## config.mk

```make
export PLATFORM = sky130hd
export DESIGN_NAME = matrix_multiply_engine_flat
export DESIGN_NICKNAME = d
export VERILOG_FILES = /design/src/design/mme_pkg.sv /design/src/design/mme_if.sv /design/src/design/mme_ram.sv /design/src/design/matrix_multiply_engine.sv /design/src/flat_wrapper.sv
export SDC_FILE = /design/constraint.sdc
export NUM_CORES = 2
export LEC_CHECK = 0
export ABC_AREA = 1
export BUFFER_PORTS_ARGS = -buffer_cell sky130_fd_sc_hd__buf_2
export CORE_UTILIZATION = 60
export DETAILED_ROUTE_END_ITERATION = 8
export GPL_TIMING_DRIVEN = 0
export PLACE_DENSITY = 0.76
export SLEW_MARGIN = 40
export SYNTH_ARGS = -nofsm -noshare
export SYNTH_HDL_FRONTEND = slang
export SYNTH_SLANG_ARGS = --single-unit
```

## constraint.sdc

```tcl
create_clock -name i_clk -period 15.3 [get_ports i_clk]
set_clock_uncertainty 0.1 [all_clocks]
set_input_delay 1.53 -clock i_clk [delete_from_list [all_inputs] [get_ports i_clk]]
set_output_delay 1.53 -clock i_clk [all_outputs]
set_load 0.005 [all_outputs]
```

## src/design/mme_pkg.sv

```systemverilog
// Shared types and constants of the matrix multiply engine.
`timescale 1ns / 1ps
`default_nettype none

package mme_pkg;

    // Fixed field widths of the channels.
    localparam int CMD_W   = 2;
    localparam int IDX_W   = 3;
    localparam int VAL_W   = 16;
    localparam int DOT_W   = 35;
    localparam int DIM_W   = 4;
    localparam int CFG_A_W = 2;

    // Command codes of an input word.
    typedef enum logic [CMD_W-1:0] {
        CMD_WRITE_A = 2'd0,
        CMD_WRITE_B = 2'd1,
        CMD_COMPUTE = 2'd2
    } t_cmd;

    // Configuration register indexes.
    localparam logic [CFG_A_W-1:0] REG_A_ROWS     = 2'd0;
    localparam logic [CFG_A_W-1:0] REG_SHARED_DIM = 2'd1;
    localparam logic [CFG_A_W-1:0] REG_B_COLS     = 2'd2;

    localparam logic [DIM_W-1:0] DIM_RESET = 4'd8;

    // Tag that travels with each multiply-accumulate step down the pipeline.
    typedef struct packed {
        logic             first;
        logic             last_k;
        logic             last_entry;
        logic [IDX_W-1:0] row;
        logic [IDX_W-1:0] col;
    } t_tag;

endpackage

`default_nettype wire

```

## src/design/mme_if.sv

```systemverilog
// Channel interfaces of the matrix multiply engine: input, result and configuration.
`timescale 1ns / 1ps
`default_nettype none

interface mme_in_if import mme_pkg::*; ();
    logic             valid;
    logic             ready;
    logic [CMD_W-1:0] cmd;
    logic [IDX_W-1:0] row_sel;
    logic [IDX_W-1:0] col_index;
    logic signed [VAL_W-1:0] element_value;

    modport source (output valid, cmd, row_sel, col_index, element_value, input ready);
    modport sink   (input valid, cmd, row_sel, col_index, element_value, output ready);
endinterface

interface mme_out_if import mme_pkg::*; ();
    logic             valid;
    logic             ready;
    logic [IDX_W-1:0] out_row;
    logic [IDX_W-1:0] out_col;
    logic signed [DOT_W-1:0] dot_value;
    logic             last;

    modport source (output valid, out_row, out_col, dot_value, last, input ready);
    modport sink   (input valid, out_row, out_col, dot_value, last, output ready);
endinterface

interface mme_cfg_if import mme_pkg::*; ();
    logic               valid;
    logic               ready;
    logic [CFG_A_W-1:0] index;
    logic [DIM_W-1:0]   data;

    modport source (output valid, index, data, input ready);
    modport sink   (input valid, index, data, output ready);
endinterface

`default_nettype wire

```

## src/design/mme_ram.sv

```systemverilog
// Generic single-write, single-read RAM with a registered read port.
`timescale 1ns / 1ps
`default_nettype none

module mme_ram #(
    parameter int WIDTH = 16,
    parameter int DEPTH = 64,
    localparam int AW = (DEPTH > 1) ? $clog2(DEPTH) : 1
) (
    input  wire logic             i_clk,
    input  wire logic             i_we,
    input  wire logic [AW-1:0]    i_waddr,
    input  wire logic [WIDTH-1:0] i_wdata,
    input  wire logic             i_re,
    input  wire logic [AW-1:0]    i_raddr,
    output logic      [WIDTH-1:0] o_rdata
);

    logic [WIDTH-1:0] r_mem [DEPTH];
    logic [WIDTH-1:0] r_rdata;

    always_ff @(posedge i_clk) begin
        if (i_we) begin
            r_mem[i_waddr] <= i_wdata;
        end
        if (i_re) begin
            r_rdata <= r_mem[i_raddr];
        end
    end

    assign o_rdata = r_rdata;

endmodule

`default_nettype wire

```

## src/design/matrix_multiply_engine.sv

```systemverilog
// Top level of the fixed-point matrix multiply engine.
//
// Usage: an input word on i_in carries a command. CMD_WRITE_A and CMD_WRITE_B
// store one signed Q8.8 element at (row_sel, col_index) of matrix A or B;
// writes outside MAX_DIM x MAX_DIM are dropped. CMD_COMPUTE emits every entry
// of A x B in row-major order on o_out, each word carrying its row, column,
// the exact Q.16 sum of products and a last flag on the final entry.
// Dimensions come from three registers written over i_cfg (index 0 rows of A,
// 1 shared dimension, 2 columns of B); zero reads as 1 and large values clamp
// to MAX_DIM. The configuration channel is always ready.
// Throughput: writes are taken one per cycle while the engine is idle. A
// compute word blocks the input until all rows * cols * shared_dim store
// reads are issued, one per cycle unless the receiver stalls; the single
// multiply-accumulate unit fed by one read port of each store sets this.
// Each read passes the store read register, the product register and the
// accumulator; the result register loads on the last product of each entry,
// and the last result may still be pending once the input is ready again.
// Reset clears the control state and sets all dimensions to 8; stores are not
// cleared. While the receiver stalls with a result pending, the whole
// read/multiply pipeline freezes and resumes without loss once it is taken.
`timescale 1ns / 1ps
`default_nettype none

module matrix_multiply_engine import mme_pkg::*; #(
    parameter int MAX_DIM    = 8,
    parameter int ELEM_WIDTH = 16
) (
    input  wire logic i_clk,
    input  wire logic i_rst_n,
    mme_in_if.sink    i_in,
    mme_out_if.source o_out,
    mme_cfg_if.sink   i_cfg
);

    localparam int DEPTH = MAX_DIM * MAX_DIM;
    localparam int AW    = (DEPTH > 1) ? $clog2(DEPTH) : 1;
    localparam int PW    = 2 * ELEM_WIDTH;
    // Eight products at most, so three guard bits keep the sum exact.
    localparam int ACCW  = PW + 3;

    typedef enum logic {S_IDLE, S_RUN} t_state;

    // Configuration registers.
    logic [DIM_W-1:0] r_a_rows, r_shared_dim, r_b_cols;

    // Sequencer state and loop counters.
    t_state           r_state;
    logic [IDX_W-1:0] r_r, r_c, r_k;

    // Pipeline: store read, product, accumulate into result register.
    logic                    r_s1_valid, r_s2_valid;
    t_tag                    r_s1_tag, r_s2_tag;
    logic signed [PW-1:0]    r_prod;
    logic signed [ACCW-1:0]  r_acc;
    logic                    r_out_valid;
    logic [IDX_W-1:0]        r_out_row, r_out_col;
    logic signed [DOT_W-1:0] r_out_dot;
    logic                    r_out_last;

    logic                    in_accept, stall, issue, in_range, out_load;
    logic [DIM_W-1:0]        nr, nk, nc;
    logic                    k_end, c_end, r_end;
    t_tag                    n_tag;
    logic [AW-1:0]           waddr, a_raddr, b_raddr;
    logic                    we_a, we_b;
    logic [ELEM_WIDTH-1:0]   wdata, a_rdata, b_rdata;
    logic signed [ACCW-1:0]  n_sum;

    function automatic logic [DIM_W-1:0] eff_dim(input logic [DIM_W-1:0] v);
        logic [DIM_W-1:0] res;
        if (v == '0) begin
            res = DIM_W'(1);
        end else if (v > DIM_W'(MAX_DIM)) begin
            res = DIM_W'(MAX_DIM);
        end else begin
            res = v;
        end
        return res;
    endfunction

    assign nr = eff_dim(r_a_rows);
    assign nk = eff_dim(r_shared_dim);
    assign nc = eff_dim(r_b_cols);

    // Configuration port.
    assign i_cfg.ready = 1'b1;

    always_ff @(posedge i_clk) begin
        if (!i_rst_n) begin
            r_a_rows     <= DIM_RESET;
            r_shared_dim <= DIM_RESET;
            r_b_cols     <= DIM_RESET;
        end else if (i_cfg.valid) begin
            case (i_cfg.index)
                REG_A_ROWS:     r_a_rows     <= i_cfg.data;
                REG_SHARED_DIM: r_shared_dim <= i_cfg.data;
                REG_B_COLS:     r_b_cols     <= i_cfg.data;
                default:        ;
            endcase
        end
    end

    // Element writes go straight into the stores.
    assign in_accept = i_in.valid && i_in.ready;
    assign i_in.ready = (r_state == S_IDLE);
    assign in_range  = ({1'b0, i_in.row_sel} < DIM_W'(MAX_DIM)) &&
                       ({1'b0, i_in.col_index} < DIM_W'(MAX_DIM));
    assign we_a  = in_accept && in_range && (i_in.cmd == CMD_WRITE_A);
    assign we_b  = in_accept && in_range && (i_in.cmd == CMD_WRITE_B);
    assign waddr = AW'(int'(i_in.row_sel) * MAX_DIM + int'(i_in.col_index));
    assign wdata = ELEM_WIDTH'(i_in.element_value);

    // The pipeline freezes while a finished result waits for the receiver.
    assign stall = r_out_valid && !o_out.ready;
    assign issue = (r_state == S_RUN) && !stall;

    assign k_end = ({1'b0, r_k} == nk - DIM_W'(1));
    assign c_end = ({1'b0, r_c} == nc - DIM_W'(1));
    assign r_end = ({1'b0, r_r} == nr - DIM_W'(1));

    assign a_raddr = AW'(int'(r_r) * MAX_DIM + int'(r_k));
    assign b_raddr = AW'(int'(r_k) * MAX_DIM + int'(r_c));

    always_comb begin
        n_tag.first      = (r_k == '0);
        n_tag.last_k     = k_end;
        n_tag.last_entry = k_end && c_end && r_end;
        n_tag.row        = r_r;
        n_tag.col        = r_c;
    end

    // Sequencer: walks row, column and shared index, one store read per cycle while the receiver does not stall.
    always_ff @(posedge i_clk) begin
        if (!i_rst_n) begin
            r_state <= S_IDLE;
            r_r     <= '0;
            r_c     <= '0;
            r_k     <= '0;
        end else begin
            case (r_state)
                S_IDLE: begin
                    if (in_accept && (i_in.cmd == CMD_COMPUTE)) begin
                        r_state <= S_RUN;
                        r_r     <= '0;
                        r_c     <= '0;
                        r_k     <= '0;
                    end
                end
                S_RUN: begin
                    if (issue) begin
                        if (!k_end) begin
                            r_k <= r_k + IDX_W'(1);
                        end else begin
                            r_k <= '0;
                            if (!c_end) begin
                                r_c <= r_c + IDX_W'(1);
                            end else begin
                                r_c <= '0;
                                if (!r_end) begin
                                    r_r <= r_r + IDX_W'(1);
                                end else begin
                                    r_state <= S_IDLE;
                                end
                            end
                        end
                    end
                end
                default: r_state <= S_IDLE;
            endcase
        end
    end

    mme_ram #(.WIDTH(ELEM_WIDTH), .DEPTH(DEPTH)) u_store_a (
        .i_clk   (i_clk),
        .i_we    (we_a),
        .i_waddr (waddr),
        .i_wdata (wdata),
        .i_re    (!stall),
        .i_raddr (a_raddr),
        .o_rdata (a_rdata)
    );

    mme_ram #(.WIDTH(ELEM_WIDTH), .DEPTH(DEPTH)) u_store_b (
        .i_clk   (i_clk),
        .i_we    (we_b),
        .i_waddr (waddr),
        .i_wdata (wdata),
        .i_re    (!stall),
        .i_raddr (b_raddr),
        .o_rdata (b_rdata)
    );

    // Valid bits of the pipeline stages.
    always_ff @(posedge i_clk) begin
        if (!i_rst_n) begin
            r_s1_valid  <= 1'b0;
            r_s2_valid  <= 1'b0;
            r_out_valid <= 1'b0;
        end else if (!stall) begin
            r_s1_valid  <= issue;
            r_s2_valid  <= r_s1_valid;
            r_out_valid <= out_load;
        end
    end

    // The first product of an entry restarts the sum.
    assign n_sum    = (r_s2_tag.first ? ACCW'(0) : r_acc) + ACCW'(r_prod);
    assign out_load = r_s2_valid && r_s2_tag.last_k;

    always_ff @(posedge i_clk) begin
        if (!stall) begin
            r_s1_tag <= n_tag;
            r_s2_tag <= r_s1_tag;
            r_prod   <= PW'($signed(a_rdata) * $signed(b_rdata));
            if (r_s2_valid) begin
                r_acc <= n_sum;
            end
            if (out_load) begin
                r_out_row  <= r_s2_tag.row;
                r_out_col  <= r_s2_tag.col;
                r_out_dot  <= DOT_W'(n_sum);
                r_out_last <= r_s2_tag.last_entry;
            end
        end
    end

    assign o_out.valid     = r_out_valid;
    assign o_out.out_row   = r_out_row;
    assign o_out.out_col   = r_out_col;
    assign o_out.dot_value = r_out_dot;
    assign o_out.last      = r_out_last;

    // The input is held off for the whole sweep of a compute command.
    a_busy_not_ready: assert property (@(posedge i_clk) disable iff (!i_rst_n)
        (r_state == S_RUN) |-> !i_in.ready)
        else $error("input ready while a product is being computed");

    // The shared-index counter never leaves the configured range.
    a_k_in_range: assert property (@(posedge i_clk) disable iff (!i_rst_n)
        (r_state == S_RUN) |-> ({1'b0, r_k} < nk))
        else $error("shared index counter out of range");

    // A stalled receiver freezes the store-read and product stages.
    a_stall_freezes: assert property (@(posedge i_clk) disable iff (!i_rst_n)
        (stall && i_rst_n) |=> ($stable(r_s1_valid) && $stable(r_s2_valid)))
        else $error("pipeline advanced while the result word was stalled");

    // The final entry of a product always closes a dot product.
    a_last_closes_sum: assert property (@(posedge i_clk) disable iff (!i_rst_n)
        (r_s1_valid && r_s1_tag.last_entry) |-> r_s1_tag.last_k)
        else $error("last entry marked before its dot product is complete");

endmodule

`default_nettype wire
```

## src/flat_wrapper.sv

```systemverilog
// flat-port wrapper written by rule: the top's interface ports become plain ports
module matrix_multiply_engine_flat import mme_pkg::*;
#(
    parameter int MAX_DIM    = 8,
    parameter int ELEM_WIDTH = 16
)
  (i_clk, i_rst_n, i_in_valid, i_in_cmd, i_in_row_sel, i_in_col_index, i_in_element_value, i_in_ready, o_out_valid, o_out_out_row, o_out_out_col, o_out_dot_value, o_out_last, o_out_ready, i_cfg_valid, i_cfg_index, i_cfg_data, i_cfg_ready);
  mme_in_if i_in_i ();
  mme_out_if o_out_i ();
  mme_cfg_if i_cfg_i ();
  input  wire logic i_clk;
  input  wire logic i_rst_n;
  input wire logic [$bits(i_in_i.valid)-1:0] i_in_valid;
  input wire logic [$bits(i_in_i.cmd)-1:0] i_in_cmd;
  input wire logic [$bits(i_in_i.row_sel)-1:0] i_in_row_sel;
  input wire logic [$bits(i_in_i.col_index)-1:0] i_in_col_index;
  input wire logic [$bits(i_in_i.element_value)-1:0] i_in_element_value;
  output wire logic [$bits(i_in_i.ready)-1:0] i_in_ready;
  output wire logic [$bits(o_out_i.valid)-1:0] o_out_valid;
  output wire logic [$bits(o_out_i.out_row)-1:0] o_out_out_row;
  output wire logic [$bits(o_out_i.out_col)-1:0] o_out_out_col;
  output wire logic [$bits(o_out_i.dot_value)-1:0] o_out_dot_value;
  output wire logic [$bits(o_out_i.last)-1:0] o_out_last;
  input wire logic [$bits(o_out_i.ready)-1:0] o_out_ready;
  input wire logic [$bits(i_cfg_i.valid)-1:0] i_cfg_valid;
  input wire logic [$bits(i_cfg_i.index)-1:0] i_cfg_index;
  input wire logic [$bits(i_cfg_i.data)-1:0] i_cfg_data;
  output wire logic [$bits(i_cfg_i.ready)-1:0] i_cfg_ready;
  assign i_in_i.valid = i_in_valid;
  assign i_in_i.cmd = i_in_cmd;
  assign i_in_i.row_sel = i_in_row_sel;
  assign i_in_i.col_index = i_in_col_index;
  assign i_in_i.element_value = i_in_element_value;
  assign i_in_ready = i_in_i.ready;
  assign o_out_valid = o_out_i.valid;
  assign o_out_out_row = o_out_i.out_row;
  assign o_out_out_col = o_out_i.out_col;
  assign o_out_dot_value = o_out_i.dot_value;
  assign o_out_last = o_out_i.last;
  assign o_out_i.ready = o_out_ready;
  assign i_cfg_i.valid = i_cfg_valid;
  assign i_cfg_i.index = i_cfg_index;
  assign i_cfg_i.data = i_cfg_data;
  assign i_cfg_ready = i_cfg_i.ready;
  matrix_multiply_engine #(.MAX_DIM(MAX_DIM), .ELEM_WIDTH(ELEM_WIDTH)) u_core (.i_clk(i_clk), .i_rst_n(i_rst_n), .i_in(i_in_i), .o_out(o_out_i), .i_cfg(i_cfg_i));
endmodule
```

After elaboration in Yosys (flattened, before gate mapping)
Memory sizes are Yosys's and may differ from the RTL's. A register that Yosys moved wholly into a read port is not among the register bits.
Index checks and enable logic that the tools add are counted.
{"block": "classes", "bitwise": 2, "mux": 30, "mul": 1, "n_reduce_logical": 27, "add_sub_neg": 10, "n_eq_ne": 12, "magnitude_cmp": 3}
{"cell": "$add A35 B32 Y35", "n": 1}
{"cell": "$mux W35", "n": 1}
{"cell": "$mul A16 B16 Y32", "n": 1}
{"cell": "$mux W3", "n": 10}
{"cell": "$mux W4", "n": 6}
{"cell": "$add A6 B3 Y6", "n": 3}
{"cell": "$pmux W3 S2", "n": 3}
{"cell": "$eq A3 B4 Y1", "n": 3}
{"cell": "$gt A4 B4 Y1 const B", "n": 3}
{"cell": "$logic_not A4 Y1", "n": 3}
{"cell": "$reduce_and A2 Y1", "n": 6}
{"cell": "$sub A4 B1 Y4 const B", "n": 3}
{"cell": "$ne A2 B2 Y1 const B", "n": 5}
{"cell": "$add A3 B1 Y3 const B", "n": 3}
{"cell": "$logic_and A1 B1 Y1", "n": 9}
{"cell": "$mux W1", "n": 9}
{"cell": "$reduce_and A5 Y1", "n": 1}
{"cell": "$eq A2 B1 Y1 const B", "n": 2}
{"cell": "$eq A2 B2 Y1 const B", "n": 2}
{"cell": "$logic_not A1 Y1", "n": 4}
{"cell": "$logic_not A2 Y1", "n": 2}
{"cell": "$logic_not A3 Y1", "n": 1}
{"cell": "$reduce_and A3 Y1", "n": 1}
{"cell": "$not A1 Y1", "n": 2}
{"cell": "$pmux W1 S2", "n": 1}
{"block": "word_totals", "ramBits": 2048, "reg_bits": 152, "out_inout_bits": 45, "word_cells": 113, "mem_count": 2, "inputBits": 35}
{"memory": "u_core.u_store_a.r_mem", "depth": 64, "word_bits": 16, "rd": 1, "rd_clocked_by_memory_dff": 1, "write_ports": 1, "line_no": "mme_ram.sv:19", "text": "logic [WIDTH-1:0] r_mem [DEPTH];"}
{"memory": "u_core.u_store_b.r_mem", "depth": 64, "word_bits": 16, "rd": 1, "rd_clocked_by_memory_dff": 1, "write_ports": 1, "line_no": "mme_ram.sv:19"}

Longest topological paths before layout
{"block": "depth", "depth_word": 10, "ltp_mapped": 26, "ltp_nobuf": 24}

Hierarchy
A second synthesis with hierarchy kept.
{"block": "unflattened", "cells_unflattened": 9279, "hier_area_um2": 102945.0}
{"mod": "mme_ram", "instances": 2, "cells_per_inst": 3517, "area_per_inst_um2": 42259.3}
{"mod": "matrix_multiply_engine", "instances": 1, "cells_per_inst": 2245, "area_per_inst_um2": 18426.4}

Worst setup path before layout
No wires, ideal clock.
{"block": "synth_path", "path_kind": "flip-flop to flip-flop", "start": "reg u_core.u_store_a.r_rdata[15], in the netlist u_core.u_store_a.o_rdata[15] (read register of u_core.u_store_a.r_mem)", "end": "reg u_core.r_prod[31] (data pin)", "slack_ns": 9.621, "period_less_slack_ns": 5.679, "setup_ns": 0.252, "arrival_ns": 5.327, "required_time_ns": 14.948, "path_stages_with_launch": 24, "cell_sequence": "edfxtp_1 -> clkbuf_1 -> nand2_1 -> inv_1 -> fa_1 -> fa_1 -> inv_1 -> fa_1 -> inv_1 -> fa_1 -> inv_1 -> fa_1 -> inv_1 -> fa_1 -> ha_1 -> inv_1 -> nor3_1 -> a21oi_1 -> o21ai_0 -> inv_1 -> nand2_1 -> inv_1 -> nand2_1 -> nand2_1"}
{"block": "synth_between", "elab_chain_cells": 1}
{"item": "start: declaration", "line_no": "mme_ram.sv:20", "text": "logic [WIDTH-1:0] r_rdata;"}
{"item": "$mul A16 B16 Y32", "line_no": "matrix_multiply_engine.sv:214", "text": "r_prod <= PW'($signed(a_rdata) * $signed(b_rdata));"}
{"item": "end signal: assignment", "line_no": "matrix_multiply_engine.sv:214"}
{"item": "end: declaration", "line_no": "matrix_multiply_engine.sv:53", "text": "logic signed [PW-1:0] r_prod;"}
No other way between the ends.
A chain may end at the register's enable or synchronous reset.

Worst setup path after layout
Same ends and word-level chain as after synthesis.

==> flow_metrics.env <==
export IMPL_htree_num_levels=4
export IMPL_synthToLayoutAreaGrowth_pct=14.8
export IMPL_slew_headroom=0.352
export IMPL_cts_buffers=211
export IMPL_vias=75700
export IMPL_critPathMostFrequentCell="fa_1"
export IMPL_tightest_slew_ns=0.972
export IMPL_ys_async_sr_fraction=0
export IMPL_cp_end_kind="flip-flop"
export IMPL_rsz0062_at_grt="no"
export IMPL_synth_seq_cells=2232
export IMPL_drc_errors=0
export IMPL_seq_area_sq_mm=0.0668
export IMPL_wire_per_inst_um=30.4
export IMPL_row_count=150
export IMPL_grt_pass1_wl_mm=491
export IMPL_path_delay_family="adder cells"
export IMPL_syn_nets=9151
export IMPL_r2r_start="u_core.u_store_a.o_rdata[15]"
export IMPL_synth_area_sq_mm=0.101
export IMPL_synth_edf_count=2207
export IMPL_slowest_delay_ns=0.72
export IMPL_initial_core_util=0.603
export IMPL_die_w_um=412
export IMPL_required_ns=15.83
export IMPL_synth_top_cell_by_area="edfxtp_1"
export IMPL_grt_pass1_vias=71600
export IMPL_drt_initial_drc_count=13100
export IMPL_hp_class="flip-flop to flip-flop"
export IMPL_fillers=11500
export IMPL_synth_main_ff_cell="edfxtp_1"
export IMPL_multi_input_area_sq_mm=0.0301
export IMPL_pin_count=80
export IMPL_ys_types=43
export IMPL_hp_start="u_core.r_s2_tag[4]"
export IMPL_die_area_sq_mm=0.170
export IMPL_ys_top_cells_by_area="edfxtp_1 (66%), nand2_1 (5.3%), fa_1 (5.2%)"
export IMPL_worstRegToRegCells=21
export IMPL_worstPathArrival_ns=7.36
export IMPL_track_usage=0.410
export IMPL_dp_hpwl_mm=245
export IMPL_r2r_end="u_core.r_prod[31]"
export IMPL_ant_nets=0
export IMPL_drive_above_1_share=0.0981
export IMPL_overflow=0
export IMPL_slowest_stage="fa_1"
export IMPL_reg2reg_setup_slack_ns=8.47
export IMPL_synth_top_area_frac=0.657
export IMPL_hold_path_endpoint="u_core.o_out.out_row[1]"
export IMPL_core_area_sq_mm=0.167
export IMPL_cp_max_fo=10
export IMPL_via_per_inst=6.55
export IMPL_cts_tree="done"
export IMPL_finalNetCount=9592
export IMPL_whs_path_depth=0
export IMPL_maxSlewViolCount=0
export IMPL_clock_sinks=2232
export IMPL_cp_num_buf_inv=6
export IMPL_ys_warn_count=0
export IMPL_startpoint_type="flip-flop"
export IMPL_status="completed"
export IMPL_post_cts_setup_buffers=0
export IMPL_clk_pin_slew_ns=0.07
export IMPL_die_h_um=412
export IMPL_io_buffer_count=78
export IMPL_dr_pass1_iters=7
export IMPL_clockBufferDepth=3
export IMPL_holdBufCountCts=0
export IMPL_maxCapViolCount=0
export IMPL_place_gp_congestion=1.03
export IMPL_criticalPathCategory="flip-flop to flip-flop"
export IMPL_hold_viol=0
export IMPL_grt_max_degree=85
export IMPL_ys_seq_area_frac=0.662
export IMPL_fin_setup_tns_ns=0
export IMPL_synth_area_per_cell_sq_um=11.5
export IMPL_clockRootBuffer="clkbuf_16"
export IMPL_synthCells=8730
export IMPL_period_minus_slack_ns=6.83
export IMPL_grt_antenna_before_repair=20
export IMPL_crit_chain="clkbuf_1 -> nand2_1 -> inv_1 -> fa_1 -> fa_1 -> inv_1 -> fa_1 -> fa_1 -> inv_1 -> fa_1 -> fa_1 -> ha_1 -> nand2_1 -> o21ai_0 -> a21oi_1 -> o21ai_0 -> inv_1 -> nand2_1 -> inv_1 -> nand2_1 -> nand2_1"
export IMPL_postCtsResizedCells=0
export IMPL_setup_viol=0
export IMPL_max_freq_mhz=146
export IMPL_drt_wl_total_mm=351
export IMPL_clk_latency_ns=0.91
export IMPL_period_share=0.447
-- metal layers --
metal  track usage  wire length [um]  vias up
met5             0               115        -
met4         0.213             21800       16
met3         0.144             57200     1209
met2         0.605            153000     6597
met1         0.538            119000    36500
li1              -                 -    31300
-- worst max path at each step --
stage	slack (ns)	startpoint	depth (start not counted)	end
3_5_place_dp	8.51	u_core.u_store_b.o_rdata[9]	24	u_core.r_prod[31]
6_report	8.47	u_core.u_store_a.o_rdata[15]	21	u_core.r_prod[31]
4_1_cts	8.49	u_core.u_store_b.o_rdata[9]	24	u_core.r_prod[31]
2_1_floorplan	9.62	u_core.u_store_a.o_rdata[15]	23	u_core.r_prod[31]
5_1_grt	8.11	u_core.u_store_b.o_rdata[9]	24	u_core.r_prod[31]
3_3_place_gp	8.53	u_core.u_store_b.o_rdata[10]	20	u_core.r_prod[30]
-- state kept, by name, indices dropped and copies added, names as in the netlist --
| register | count |
|---|---|
| u_core.o_out.dot_value | 35 |
| u_core.o_out.last | 1 |
| u_core.o_out.out_col | 3 |
| u_core.o_out.out_row | 3 |
| u_core.o_out.valid | 1 |
| u_core.r_a_rows | 4 |
| u_core.r_acc | 35 |
| u_core.r_b_cols | 4 |
| u_core.r_c | 3 |
| u_core.r_k | 3 |
| u_core.r_prod | 32 |
| u_core.r_r | 3 |
| u_core.r_s1_tag | 9 |
| u_core.r_s1_valid | 1 |
| u_core.r_s2_tag | 9 |
| u_core.r_s2_valid | 1 |
| u_core.r_shared_dim | 4 |
| u_core.r_state | 1 |
| u_core.u_store_a.o_rdata | 16 |
| u_core.u_store_a.r_mem | 1024 |
| u_core.u_store_b.o_rdata | 16 |
| u_core.u_store_b.r_mem | 1024 |
-- cell families (layout without fill, tap and decap cells) --
kind of cell / count (synthesis) / in the layout / share of synthesized area
AO/OA/AOI/OAI: 1639 / 1639 / 0.0873
XOR/XNOR: 61 / 61 / 0.00530
adder cells (fa/ha/maj): 386 / 386 / 0.0675
buffers and inverters: 1217 / 1835 / 0.0495
flip-flops: 2232 / 2232 / 0.662
other: 1 / 10 / 0.0000372
AND/OR/NAND/NOR: 3194 / 3194 / 0.128
-- cell type report --
type | count | area share
Sequential cell | 2232 | 0.577
Multi-Input combinational cell | 5281 | 0.260
Clock buffer | 261 | 0.0478
Timing Repair Buffer | 228 | 0.0351
Tap cell | 2204 | 0.0238
Inverter | 698 | 0.0227
Buffer | 519 | 0.0208
Clock inverter | 129 | 0.0126
Antenna cell | 9 | 0.000195
-- cell usage in the layout, fill, tap and decap left out, types with 16 or more instances in the layout --
cell type and count:
inv_1 691, buf_8 62, dfxtp_1 25, nor3_2 17
clkbuf_2 35, nand3_1 566, nand4_1 22, a21oi_1 198
clkbuf_1 317, o21ai_0 956, and2_1 17, ha_1 123
o22ai_1 412, edfxtp_1 2207, buf_2 194, nor2_4 130
o21ai_1 37, buf_1 36, buf_6 21, nor3_1 17
xnor2_1 16, clkinv_1 36, clkinv_2 37, nor2_1 976
clkbuf_16 214, buf_16 99, fa_1 263, nand2_1 1430
xor2_1 45, buf_4 25, bufinv_16 28
-- cell usage after synthesis, types with 2 or more instances --
cell type and instances:
ha_1 123, o21bai_1 8, a21oi_1 198, inv_2 4, and2_1 17, xnor2_1 16, nor2_1 1106, inv_1 692
buf_2 132, nand4_1 22, nand3b_1 2, xor2_1 45, clkbuf_2 5, nand3_1 566, fa_1 263, o211ai_1 5
a31oi_1 8, or2_2 10, and3_1 2, buf_4 25, nand2_1 1430, edfxtp_1 2207, o22ai_1 412, o21ai_1 37
a211oi_1 2, a21o_1 10, nor2_2 2, buf_6 21, buf_1 37, clkbuf_1 299, dfxtp_1 25, nor3_1 33
o21ai_0 956
-- through the flow --
stage | hold WS (ns) | instance area (sq um) | setup slack [ns] | std cells | util
2_1_floorplan | 0.300 | 101000 | 9.62 | 8730 | -
3_3_place_gp | 0.303 | 104000 | 8.53 | 11000 | 0.622
4_1_cts | 0.315 | 116000 | 8.49 | 11600 | 0.692
6_report | 0.314 | 116000 | 8.47 | 11600 | 0.693
5_1_grt | 0.321 | 116000 | 8.11 | 11600 | 0.693
3_5_place_dp | 0.305 | 109000 | 8.51 | 11200 | 0.651
Power is not shown: default switching activity piles up to over one toggle a cycle in this logic, so the estimate is an artifact.
